==> config.mk <==
export PLATFORM = sky130hd
export DESIGN_NAME = stepper_packet_step_controller_top_flat
export DESIGN_NICKNAME = d
export VERILOG_FILES = /design/src/hdl/spsc_pkg.sv /design/src/hdl/spsc_stream_if.sv /design/src/hdl/stepper_packet_step_controller_top.sv /design/src/flat_wrapper.sv
export SDC_FILE = /design/constraint.sdc
export NUM_CORES = 1
export LEC_CHECK = 0
export BUFFER_PORTS_ARGS = -buffer_cell sky130_fd_sc_hd__buf_4
export CAP_MARGIN = 25
export CORE_MARGIN = 3
export CORE_UTILIZATION = 33
export DETAILED_ROUTE_END_ITERATION = 7
export HOLD_SLACK_MARGIN = 0.1
export SLEW_MARGIN = 0
export SYNTH_ARGS = -nofsm -noshare
export SYNTH_HDL_FRONTEND = slang
export SYNTH_SLANG_ARGS = --single-unit
==> constraint.sdc <==
create_clock -name clk_i -period 7.3 [get_ports clk_i]
set_clock_uncertainty 0.15 [all_clocks]
set_input_delay 0.73 -clock clk_i [delete_from_list [all_inputs] [get_ports clk_i]]
set_output_delay 0.73 -clock clk_i [all_outputs]
set_load 0.02 [all_outputs]
==> src/hdl/spsc_pkg.sv <==
// ----------------------------------------------------------------------------
// Stepper packet step controller package
// Shared item types, framing states, protocol codes and the half-step
// coil table.
// ----------------------------------------------------------------------------
package spsc_pkg;

  typedef struct packed {
    logic       command;
    logic [7:0] rx_byte;
  } in_item_t;

  typedef struct packed {
    logic [3:0]  coil_pattern;
    logic        step_taken;
    logic        stepping_active;
    logic [15:0] position;
    logic [15:0] target_position;
    logic        packet_done;
  } out_item_t;

  typedef enum logic [2:0] {
    FRM_WAIT   = 3'd0,
    FRM_FIRST  = 3'd1,
    FRM_SECOND = 3'd2,
    FRM_ESCAPE = 3'd3,
    FRM_DONE   = 3'd4
  } frame_state_e;

  localparam logic CMD_BYTE = 1'b0;
  localparam logic CMD_TICK = 1'b1;

  localparam logic [7:0] START_BYTE = 8'hFF;
  localparam logic [7:0] OPCODE_A   = 8'd3;
  localparam logic [7:0] OPCODE_B   = 8'd4;
  localparam logic [7:0] ESC_SECOND = 8'd1;
  localparam logic [7:0] ESC_FIRST  = 8'd2;
  localparam logic [7:0] ESC_BOTH   = 8'd3;
  localparam logic [7:0] ESC_VALUE  = 8'hFF;

  localparam logic [15:0] INTERVAL_RESET = 16'h1AFF;
  localparam logic [15:0] TARGET_RESET   = 16'd1000;

  function automatic logic [3:0] coil_lookup(input logic [2:0] phase);
    logic [3:0] pattern;
    case (phase)
      3'd0:    pattern = 4'h1;
      3'd1:    pattern = 4'h3;
      3'd2:    pattern = 4'h2;
      3'd3:    pattern = 4'h6;
      3'd4:    pattern = 4'h4;
      3'd5:    pattern = 4'hC;
      3'd6:    pattern = 4'h8;
      3'd7:    pattern = 4'h9;
      default: pattern = 4'h0;
    endcase
    return pattern;
  endfunction

endpackage

==> src/hdl/spsc_stream_if.sv <==
// ----------------------------------------------------------------------------
// Valid/ready stream interface
// One channel carrying valid, ready and a typed payload. A transfer
// happens at a rising clock edge where valid and ready are both high.
// ----------------------------------------------------------------------------
interface spsc_stream_if #(
  parameter type T = logic
);

  logic valid;
  logic ready;
  T     payload;

  modport source (output valid, output payload, input ready);
  modport sink (input valid, input payload, output ready);

endinterface

==> src/hdl/stepper_packet_step_controller_top.sv <==
// ----------------------------------------------------------------------------
// Stepper packet step controller
// Framed serial packets set step interval and target; timer ticks drive a
// half-step coil sequencer toward the target.
// ----------------------------------------------------------------------------
// Each transfer on item_i is either a received byte or a timer tick, and each
// yields exactly one result on result_o. The block takes one item per clock
// cycle while result_o is not stalled: an input register holds the item, and
// the framing and stepping updates are computed from it in a single pass into
// the result register. The input register accepts a new item whenever it is
// empty, or when the result register is empty or is being drained in the same
// cycle.
module stepper_packet_step_controller_top
  import spsc_pkg::*;
#(
  parameter int unsigned TIMER_WIDTH = 16
) (
  input  logic                      clk_i,
  input  logic                      rst_ni,
  spsc_stream_if.sink               item_i,
  spsc_stream_if.source             result_o
);

  logic       in_valid_q;
  in_item_t   in_item_q;
  logic       out_valid_q;
  out_item_t  out_item_q;
  out_item_t  out_item_d;
  logic       advance;
  logic       fire;

  frame_state_e frame_state_q, frame_state_d;
  logic         start_seen_q, start_seen_d;
  logic [7:0]   first_data_q, first_data_d;
  logic [7:0]   second_data_q, second_data_d;
  logic [15:0]  interval_q, interval_d;
  logic [15:0]  target_q, target_d;
  logic [15:0]  count_q, count_d;
  logic [2:0]   phase_q, phase_d;
  logic [TIMER_WIDTH-1:0] timer_q, timer_d;
  logic         enable_q, enable_d;
  logic [3:0]   coil_q, coil_d;

  logic [TIMER_WIDTH-1:0] timer_inc;
  logic [TIMER_WIDTH-1:0] interval_cmp;
  logic [47:0]            interval_ext;
  logic                   is_tick;
  logic                   is_byte;
  logic [7:0]             rx;
  logic                   match;
  logic                   step_now;
  logic                   packet_now;
  logic [7:0]             first_eff;
  logic [7:0]             second_eff;

  assign advance      = !out_valid_q || result_o.ready;
  assign fire         = in_valid_q && advance;
  assign item_i.ready = !in_valid_q || advance;

  assign is_tick = (in_item_q.command == CMD_TICK);
  assign is_byte = (in_item_q.command == CMD_BYTE);
  assign rx      = in_item_q.rx_byte;

  // Framing state transitions.
  always_comb begin
    frame_state_d = frame_state_q;
    if (is_byte) begin
      if (rx == START_BYTE || frame_state_q == FRM_DONE) begin
        frame_state_d = FRM_WAIT;
      end else if ((rx == OPCODE_A || rx == OPCODE_B) && frame_state_q == FRM_WAIT &&
                   start_seen_q) begin
        frame_state_d = FRM_FIRST;
      end else begin
        case (frame_state_q)
          FRM_FIRST:  frame_state_d = FRM_SECOND;
          FRM_SECOND: frame_state_d = FRM_ESCAPE;
          FRM_ESCAPE: frame_state_d = FRM_DONE;
          default:    frame_state_d = frame_state_q;
        endcase
      end
    end
  end

  // Framing data path and packet application.
  always_comb begin
    start_seen_d  = start_seen_q;
    first_data_d  = first_data_q;
    second_data_d = second_data_q;
    packet_now    = 1'b0;
    first_eff     = first_data_q;
    second_eff    = second_data_q;
    if (rx == ESC_SECOND || rx == ESC_BOTH) begin
      second_eff = ESC_VALUE;
    end
    if (rx == ESC_FIRST || rx == ESC_BOTH) begin
      first_eff = ESC_VALUE;
    end
    if (is_byte) begin
      if (rx == START_BYTE || frame_state_q == FRM_DONE) begin
        start_seen_d = 1'b1;
      end else if ((rx == OPCODE_A || rx == OPCODE_B) && frame_state_q == FRM_WAIT &&
                   start_seen_q) begin
        start_seen_d = 1'b0;
      end else begin
        case (frame_state_q)
          FRM_FIRST:  first_data_d = rx;
          FRM_SECOND: second_data_d = rx;
          FRM_ESCAPE: begin
            first_data_d  = first_eff;
            second_data_d = second_eff;
            packet_now    = 1'b1;
          end
          default:    start_seen_d = 1'b0;
        endcase
      end
    end
  end

  assign interval_ext = {32'd0, interval_q};
  assign interval_cmp = interval_ext[TIMER_WIDTH-1:0];
  assign timer_inc    = timer_q + {{(TIMER_WIDTH-1){1'b0}}, 1'b1};
  assign match        = is_tick && enable_q && (timer_inc == interval_cmp);
  assign step_now     = match && (target_q != count_q);

  // Stepping path.
  always_comb begin
    interval_d = interval_q;
    target_d   = target_q;
    count_d    = count_q;
    phase_d    = phase_q;
    timer_d    = timer_q;
    enable_d   = enable_q;
    coil_d     = coil_q;
    if (packet_now) begin
      interval_d = {first_eff, 8'd0};
      target_d   = {8'd0, second_eff};
      enable_d   = 1'b1;
    end
    if (is_tick) begin
      timer_d = timer_inc;
      if (match && !step_now) begin
        enable_d = 1'b0;
      end
      if (step_now) begin
        coil_d  = coil_lookup(phase_q);
        timer_d = '0;
        if (target_q < count_q) begin
          phase_d = phase_q - 3'd1;
          count_d = count_q - 16'd1;
        end else begin
          phase_d = phase_q + 3'd1;
          count_d = count_q + 16'd1;
        end
      end
    end
  end

  always_comb begin
    out_item_d.coil_pattern    = coil_d;
    out_item_d.step_taken      = step_now;
    out_item_d.stepping_active = enable_d;
    out_item_d.position        = count_d;
    out_item_d.target_position = target_d;
    out_item_d.packet_done     = packet_now;
  end

  always_ff @(posedge clk_i or negedge rst_ni) begin
    if (!rst_ni) begin
      in_valid_q    <= 1'b0;
      out_valid_q   <= 1'b0;
      frame_state_q <= FRM_WAIT;
      start_seen_q  <= 1'b0;
      first_data_q  <= 8'd0;
      second_data_q <= 8'd0;
      interval_q    <= INTERVAL_RESET;
      target_q      <= TARGET_RESET;
      count_q       <= 16'd0;
      phase_q       <= 3'd0;
      timer_q       <= '0;
      enable_q      <= 1'b1;
      coil_q        <= 4'd0;
    end else begin
      if (item_i.ready) begin
        in_valid_q <= item_i.valid;
      end
      if (advance) begin
        out_valid_q <= in_valid_q;
      end
      if (fire) begin
        frame_state_q <= frame_state_d;
        start_seen_q  <= start_seen_d;
        first_data_q  <= first_data_d;
        second_data_q <= second_data_d;
        interval_q    <= interval_d;
        target_q      <= target_d;
        count_q       <= count_d;
        phase_q       <= phase_d;
        timer_q       <= timer_d;
        enable_q      <= enable_d;
        coil_q        <= coil_d;
      end
    end
  end

  always_ff @(posedge clk_i) begin
    if (item_i.ready && item_i.valid) begin
      in_item_q <= item_i.payload;
    end
    if (fire) begin
      out_item_q <= out_item_d;
    end
  end

  assign result_o.valid   = out_valid_q;
  assign result_o.payload = out_item_q;

  a_step_clears_timer : assert property (@(posedge clk_i) disable iff (!rst_ni)
    fire && step_now |=> timer_q == '0)
    else $error("Timer not cleared after a step.");

  a_stop_only_at_target : assert property (@(posedge clk_i) disable iff (!rst_ni)
    fire && enable_q && !enable_d |-> target_q == count_q)
    else $error("Stepping stopped away from the target.");

  a_step_xor_packet : assert property (@(posedge clk_i) disable iff (!rst_ni)
    out_valid_q |-> !(out_item_q.step_taken && out_item_q.packet_done))
    else $error("One item both stepped and completed a packet.");

  a_packet_enables : assert property (@(posedge clk_i) disable iff (!rst_ni)
    out_valid_q && out_item_q.packet_done |-> out_item_q.stepping_active)
    else $error("Completed packet did not enable stepping.");

  a_result_held : assert property (@(posedge clk_i) disable iff (!rst_ni)
    out_valid_q && !result_o.ready |=> out_valid_q && $stable(out_item_q))
    else $error("Pending result changed before its transfer.");

endmodule

==> src/flat_wrapper.sv <==
// flat-port wrapper written by rule: the top's interface ports become plain ports
module stepper_packet_step_controller_top_flat import spsc_pkg::*;
#(
  parameter int unsigned TIMER_WIDTH = 16
)
  (clk_i, rst_ni, item_i_valid, item_i_payload, item_i_ready, result_o_valid, result_o_payload, result_o_ready);
  spsc_stream_if #(.T(in_item_t)) item_i_i ();
  spsc_stream_if #(.T(out_item_t)) result_o_i ();
  input  logic clk_i;
  input  logic rst_ni;
  input wire logic [$bits(item_i_i.valid)-1:0] item_i_valid;
  input wire logic [$bits(item_i_i.payload)-1:0] item_i_payload;
  output wire logic [$bits(item_i_i.ready)-1:0] item_i_ready;
  output wire logic [$bits(result_o_i.valid)-1:0] result_o_valid;
  output wire logic [$bits(result_o_i.payload)-1:0] result_o_payload;
  input wire logic [$bits(result_o_i.ready)-1:0] result_o_ready;
  assign item_i_i.valid = item_i_valid;
  assign item_i_i.payload = item_i_payload;
  assign item_i_ready = item_i_i.ready;
  assign result_o_valid = result_o_i.valid;
  assign result_o_payload = result_o_i.payload;
  assign result_o_i.ready = result_o_ready;
  stepper_packet_step_controller_top #(.TIMER_WIDTH(TIMER_WIDTH)) u_core (.clk_i(clk_i), .rst_ni(rst_ni), .item_i(item_i_i), .result_o(result_o_i));
endmodule
# After elaboration in Yosys (flattened, before gate mapping)
# Memory sizes are Yosys's and may differ from the RTL's.
# Index checks and enable logic that the tools add are counted.
[classes]
add_sub_neg = 5
magnitude_cmp = 1
n_eq_ne = 12
muxes = 25
bitwise_logic = 3
reduce_logical = 29
[op_table]
columns = ["operator", "n"]
rows = [
  ["16-bit 2-to-1 mux", 5],
  ["16-bit by 1-bit adder with 16-bit output, second input constant", 2],
  ["8-bit one-hot mux with 2 select lines", 2],
  ["16-bit equality test", 1],
  ["8-bit by 2-bit equality test with 1-bit output, second input constant", 2],
  ["16-bit less-than comparator", 1],
  ["8-bit 2-to-1 mux", 2],
  ["16-bit inequality test", 1],
  ["16-bit by 1-bit subtractor with 16-bit output, second input constant", 1],
  ["1-bit 2-to-1 mux", 10],
  ["5-bit AND reduction", 2],
  ["3-bit 2-to-1 mux", 3],
  ["3-bit one-hot mux with 3 select lines", 1],
  ["3-bit AND reduction", 3],
  ["8-bit by 1-bit equality test with 1-bit output, second input constant", 1],
  ["8-bit by 3-bit equality test with 1-bit output, second input constant", 1],
  ["8-bit equality test, second input constant", 1],
  ["1-bit logical AND", 8],
  ["4-bit 2-to-1 mux", 2],
  ["3-bit by 2-bit equality test with 1-bit output, second input constant", 2],
  ["1-bit logical OR", 6],
  ["5-bit nonzero test", 1],
  ["2-bit AND reduction", 2],
  ["2-bit nonzero test", 2],
  ["9 further kinds", 13],
]
[totals]
regBits = 142
rom_bits = 32
input_bits = 13
out_inout_bits = 41
mem_count = 1
[mem_list]
columns = ["name", "depth", "word_bits", "read_ports", "rd_ports_with_merged_regs", "wr", "line_no", "source"]
rows = [
  ["(name not given)", 8, 4, 1, 0, 0, "spsc_pkg.sv:46", "case (phase)"],
]

# Depth between registers and ports, before layout
[logic_depth]
ltp_word = 10
ltp_mapped = 17
mapped_depth_nobuf = 17

# Worst setup path before layout
# Ideal clock, no wire load.
[synth_path]
kind = "register to register"
startpoint = "register u_core.target_q[9]"
endpoint = "register u_core.out_item_q, in the netlist u_core.result_o.payload[29] (data pin)"
setup_time_ps = 267
arrival_time_ps = 4429
t_required_ps = 6883
slack_ps = 2454
path_stages_with_launch = 16
n_path_buf = 0
path_cell_list = "dfstp_2 > ha_1 > a211oi_1 > o21ai_0 > o211ai_1 > a21oi_1 > a311oi_1 > ha_1 > nor2b_1 > o21a_1 > o21ai_0 > a211oi_1 > or3_1 > a21oi_1 > xor2_1 > o21ai_0"
[synth_between]
elab_chain_len = 4
word_cells_on_any_way = 6
classes_between = "order compare (1); eq/ne (1); mux (3); reduce/logical (1)"
[synth_lines]
columns = ["element", "line_no", "source"]
rows = [
  ["from (decl)", "stepper_packet_step_controller_top.sv:37", "logic [15:0] target_q, target_d;"],
  ["from (signal assigned)", "stepper_packet_step_controller_top.sv:195", "target_q <= target_d;"],
  ["16-bit less-than comparator or 16-bit inequality test (tied branches)", "stepper_packet_step_controller_top.sv:147, stepper_packet_step_controller_top.sv:123", ""],
  ["16-bit 2-to-1 mux or 1-bit logical AND (tied branches)", "stepper_packet_step_controller_top.sv:147, stepper_packet_step_controller_top.sv:123", ""],
  ["16-bit 2-to-1 mux (*)", "stepper_packet_step_controller_top.sv:144", "if (step_now) begin"],
  ["16-bit 2-to-1 mux (*)", "stepper_packet_step_controller_top.sv:139", "if (is_tick) begin"],
  ["named net u_core.count_d[12]", "stepper_packet_step_controller_top.sv:38", "logic [15:0] count_q, count_d;"],
  ["to (signal assigned)", "stepper_packet_step_controller_top.sv:210", "out_item_q <= out_item_d;"],
  ["to (decl)", "stepper_packet_step_controller_top.sv:27", "out_item_t out_item_q;"],
]
# Mark *: on every way through the listed nets, which the timed path passes. The rest lies on a longest branch.
# A chain may end at the register's enable or synchronous reset.

# Final worst setup path
[layout_path]
startpoint = "register u_core.target_q[3]"
endpoint = "register u_core.out_item_q, in the netlist u_core.result_o.payload[29] (data pin)"
# The elaborated chain is that of the path after synthesis.

==> reports/results.tsv <==
stage	metric	value	unit
pwr	Final Power	1.89	mW
clock_tree	CTS Buf Count	17	
die	Chip Width	152	um
die	Initial Utilization	34.1	%
global_route	initial antenna violation count	0	
finish	Multi-input gate area	0.00314	sq mm
yosys	Synth top area share	27.2	%
finish	layout cell share with drive strength beyond 1	17.0	%
yosys	Ys Warns	0	
worst_setup_path	element type at the critical path end	flip-flop	
route	Routed WL	15.1	mm
clock_tree	Clock transition at path regs	60	ps
clock_tree	CTS max path bufs	2	
yosys	Post-Syn Nets	715	
worst_setup_path	CP Cell Sequence	ha_1 -> a21oi_1 -> nor2b_1 -> o21ai_0 -> o211ai_1 -> a311oi_2 -> buf_4 -> ha_1 -> nor2b_1 -> o21a_1 -> o21ai_0 -> a211oi_1 -> or3_1 -> a21oi_1 -> xor2_1 -> o21ai_0	
finish	P&R area growth vs syn	17.7	%
placement	Area after DPL	0.00768	sq mm
clock_tree	Max H-tree Level	4	
global_route	vias in the first global route	4893	
die	die height	152	um
pwr	Pwr Density	230	mW/mm^2
placement	global placement routability congestion	0.795	
yosys	Post-synth top cells	o21ai_0 (81), dfrtp_1 (76), nand2_1 (65)	
worst_setup_path	FF-to-FF setup slack	3020	ps
yosys	Post-synth EDFFs	48	
worst_setup_path	Reg2Reg Depth	16	
yosys	Mapped Cells	669	
yosys	count leader, synth	o21ai_0	
worst_setup_path	Crit. Startpoint	u_core.target_q[3]	
yosys	dominant cells by area after synthesis	dfrtp_1 (27%), edfxtp_1 (21%), o21ai_0 (5.8%)	
global_route	largest net degree at the start of global routing	53	
route	Residual DRC	0	
yosys	dominant cell type by area after synthesis	dfrtp_1	
global_route	first-pass GRT wire length	25.1	mm
yosys	number of synthesized register bits	135	
global_route	GRT Total Usage	14.0	%
worst_setup_path	CP max stage cell	dfstp_2	
worst_setup_path	Crit path top cell by count	o21ai_0	
finish	nets	767	
sta	worst slew pin tran	859	ps
yosys	Synth Flop Type	dfrtp_1	
yosys	share of synthesized registers carrying an async set or reset	64.4	%
finish	Fill cells	1999	
clock_tree	hold_buf cts	0	
sta	Worst slew margin	41.9	%
yosys	Avg Inst Size Synth	10.5	sq um
sta	Final Max Tran Viols	0	
die	Die ar.	0.0230	sq mm
route	Initial DRC Count	308	
pwr	Lkg Pwr	3.45	nW
clock_tree	# clock sinks	135	
worst_setup_path	Data arrival, critical path	4280	ps
clock_tree	Root Buffer	clkbuf_16	
worst_setup_path	number of buffers and inverters on the critical path	1	
die	row cnt	52	
finish	ANT cells	0	
yosys	register area share after synthesis	51.9	%
sta	WHS	113	ps
pwr	worst vdd ir	0.169	mV
global_route	grt total ovfl	0	
route	Wirelength per Cell	15.1	um
status	status	completed	
yosys	Post-Syn Area	0.00699	sq mm
sta	Setup TNS	0	ps
route	via count	5056	
sta	RSZ-0062 raised after global routing	false	
run	max-cap violations	0	
worst_setup_path	Crit Reg-Reg Endpoint	u_core.result_o.payload[29]	
finish	Reg area	0.00363	sq mm
route	drt pass-1 iters	5	
min_path	worst min path class	in -> async	
die	Core Area	0.0205	sq mm
placement	Buffers on Ports	53	
yosys	Netlist cell types	61	
clock_tree	CTS resizes	0	
sta	fmax	234	MHz
sta	Tcrit/Tclk final	58.6	%
finish	final instance area	0.00823	sq mm
worst_setup_path	startpoint types	flip-flop	
sta	final hold violations	0	
worst_setup_path	crit-path max cell delay	540	ps
route	ANT nets after route	0	
worst_setup_path	largest delay contributor family on the critical path	compound AO/OA/AOI/OAI gates	
sta	final setup fails	0	
route	vias per cell	5.04	
clock_tree	# Post-CTS Setup Buffers	0	
clock_tree	worst-skew pair later-pin latency	420	ps
die	# IOs	54	
clock_tree	CTS tree	yes	
worst_setup_path	worst flop-to-flop path startpoint	u_core.target_q[3]	
worst_setup_path	data required time of the worst path	7300	ps
worst_setup_path	Crit Path Max Fanout	17	
sta	crit path time final	4280	ps
worst_setup_path	Crit Path Category	reg -> reg	
placement	hpwl dp	10.5	mm
==> report_power, final <==
part,switching [mW],internal [mW],total (mW)
Clock,0.335,0.460,0.796
Sequential,0.0560,0.839,0.895
Combinational,0.126,0.0784,0.204
Total,0.517,1.38,1.89
==> through the flow <==
step | utilization, % | setup slack (ps) | std cells
2_1_floorplan | - | 2450 | 669
3_3_place_gp | 37.4 | 3030 | 971
3_5_place_dp | 37.5 | 2830 | 972
4_1_cts | 40.2 | 3050 | 1004
5_1_grt | 40.2 | 2700 | 1004
6_report | 40.2 | 3020 | 1004
==> logic make-up (layout without fill, tap and decap cells) <==
family                   Yosys count  count (layout)  synth area share [%]
AND/OR/NAND/NOR                  218             218                  16.0
AO/OA/AOI/OAI                    168             168                  14.6
flip-flops                       135             135                  51.9
buffers and inverters             57             122                  3.35
XOR/XNOR                          34              34                  4.26
adder cells (fa/ha/maj)           33              33                  6.12
multiplexers                      24              24                  3.74
==> placed cells by master (no fill, tap or decap), types with 3 or more instances in the layout <==
cell	count
o21ai_0	81
dfrtp_1	76
nand2_1	65
buf_4	57
nor2_1	51
edfxtp_1	48
a21oi_1	33
inv_1	31
ha_1	31
xnor2_1	20
nand3_1	19
clkbuf_16	18
xor2_1	14
o22a_1	14
mux2_2	13
nor2b_1	12
and2_1	12
dfstp_2	11
nor3_1	10
mux2i_1	10
nand2b_1	8
o21a_1	8
nand4_1	7
or3_1	7
o211ai_1	4
and3_1	4
inv_6	4
clkinv_4	4
a211oi_1	3
nor4_1	3
nor3_2	3
o21bai_1	3
a21o_1	3
a32o_1	3
clkbuf_1	3
==> final cells by class <==
class / instances / area share [%]
tap: 270 / 4.10
clock buffer: 21 / 5.61
clock inverter: 11 / 1.11
inverter: 32 / 1.46
sequential: 135 / 44.1
multi-input combinational: 477 / 38.2
timing repair buffer: 58 / 5.44
==> registers in the layout, indices dropped and copies added (netlist names), 3 cells and up <==
name / flops
u_core.count_q: 16
u_core.result_o.payload: 39
u_core.first_data_q: 8
u_core.interval_cmp: 9
u_core.phase_q: 3
u_core.frame_state_q: 3
u_core.coil_q: 4
u_core.timer_q: 16
u_core.second_data_q: 8
u_core.target_q: 16
u_core.rx: 8
==> worst max-delay path by stage <==
stage                                        endpoint  slack [ps]  cells after the start
after detailed placement      u_core.interval_cmp[10]        2830                     10
after floorplan           u_core.result_o.payload[29]        2450                     15
after global routing          u_core.interval_cmp[13]        2700                      9
final                     u_core.result_o.payload[29]        3020                     16
after global placement            u_core.target_q[15]        3030                      9
after CTS                 u_core.result_o.payload[29]        3050                     16
==> per-layer routing <==
| metal | up-vias | wire, um | GRT usage (%) | part of all wire (%) |
|---|---|---|---|---|
| li1 | 2509 | - | - | - |
| met1 | 2405 | 7480 | 19.9 | 49 |
| met2 | 120 | 6630 | 20.6 | 44 |
| met3 | 22 | 761 | 3.60 | 5.0 |
| met4 | 0 | 267 | 4.81 | 1.8 |
| met5 | - | 0 | 0 | 0 |
Power figures use the tool's default switching activity.
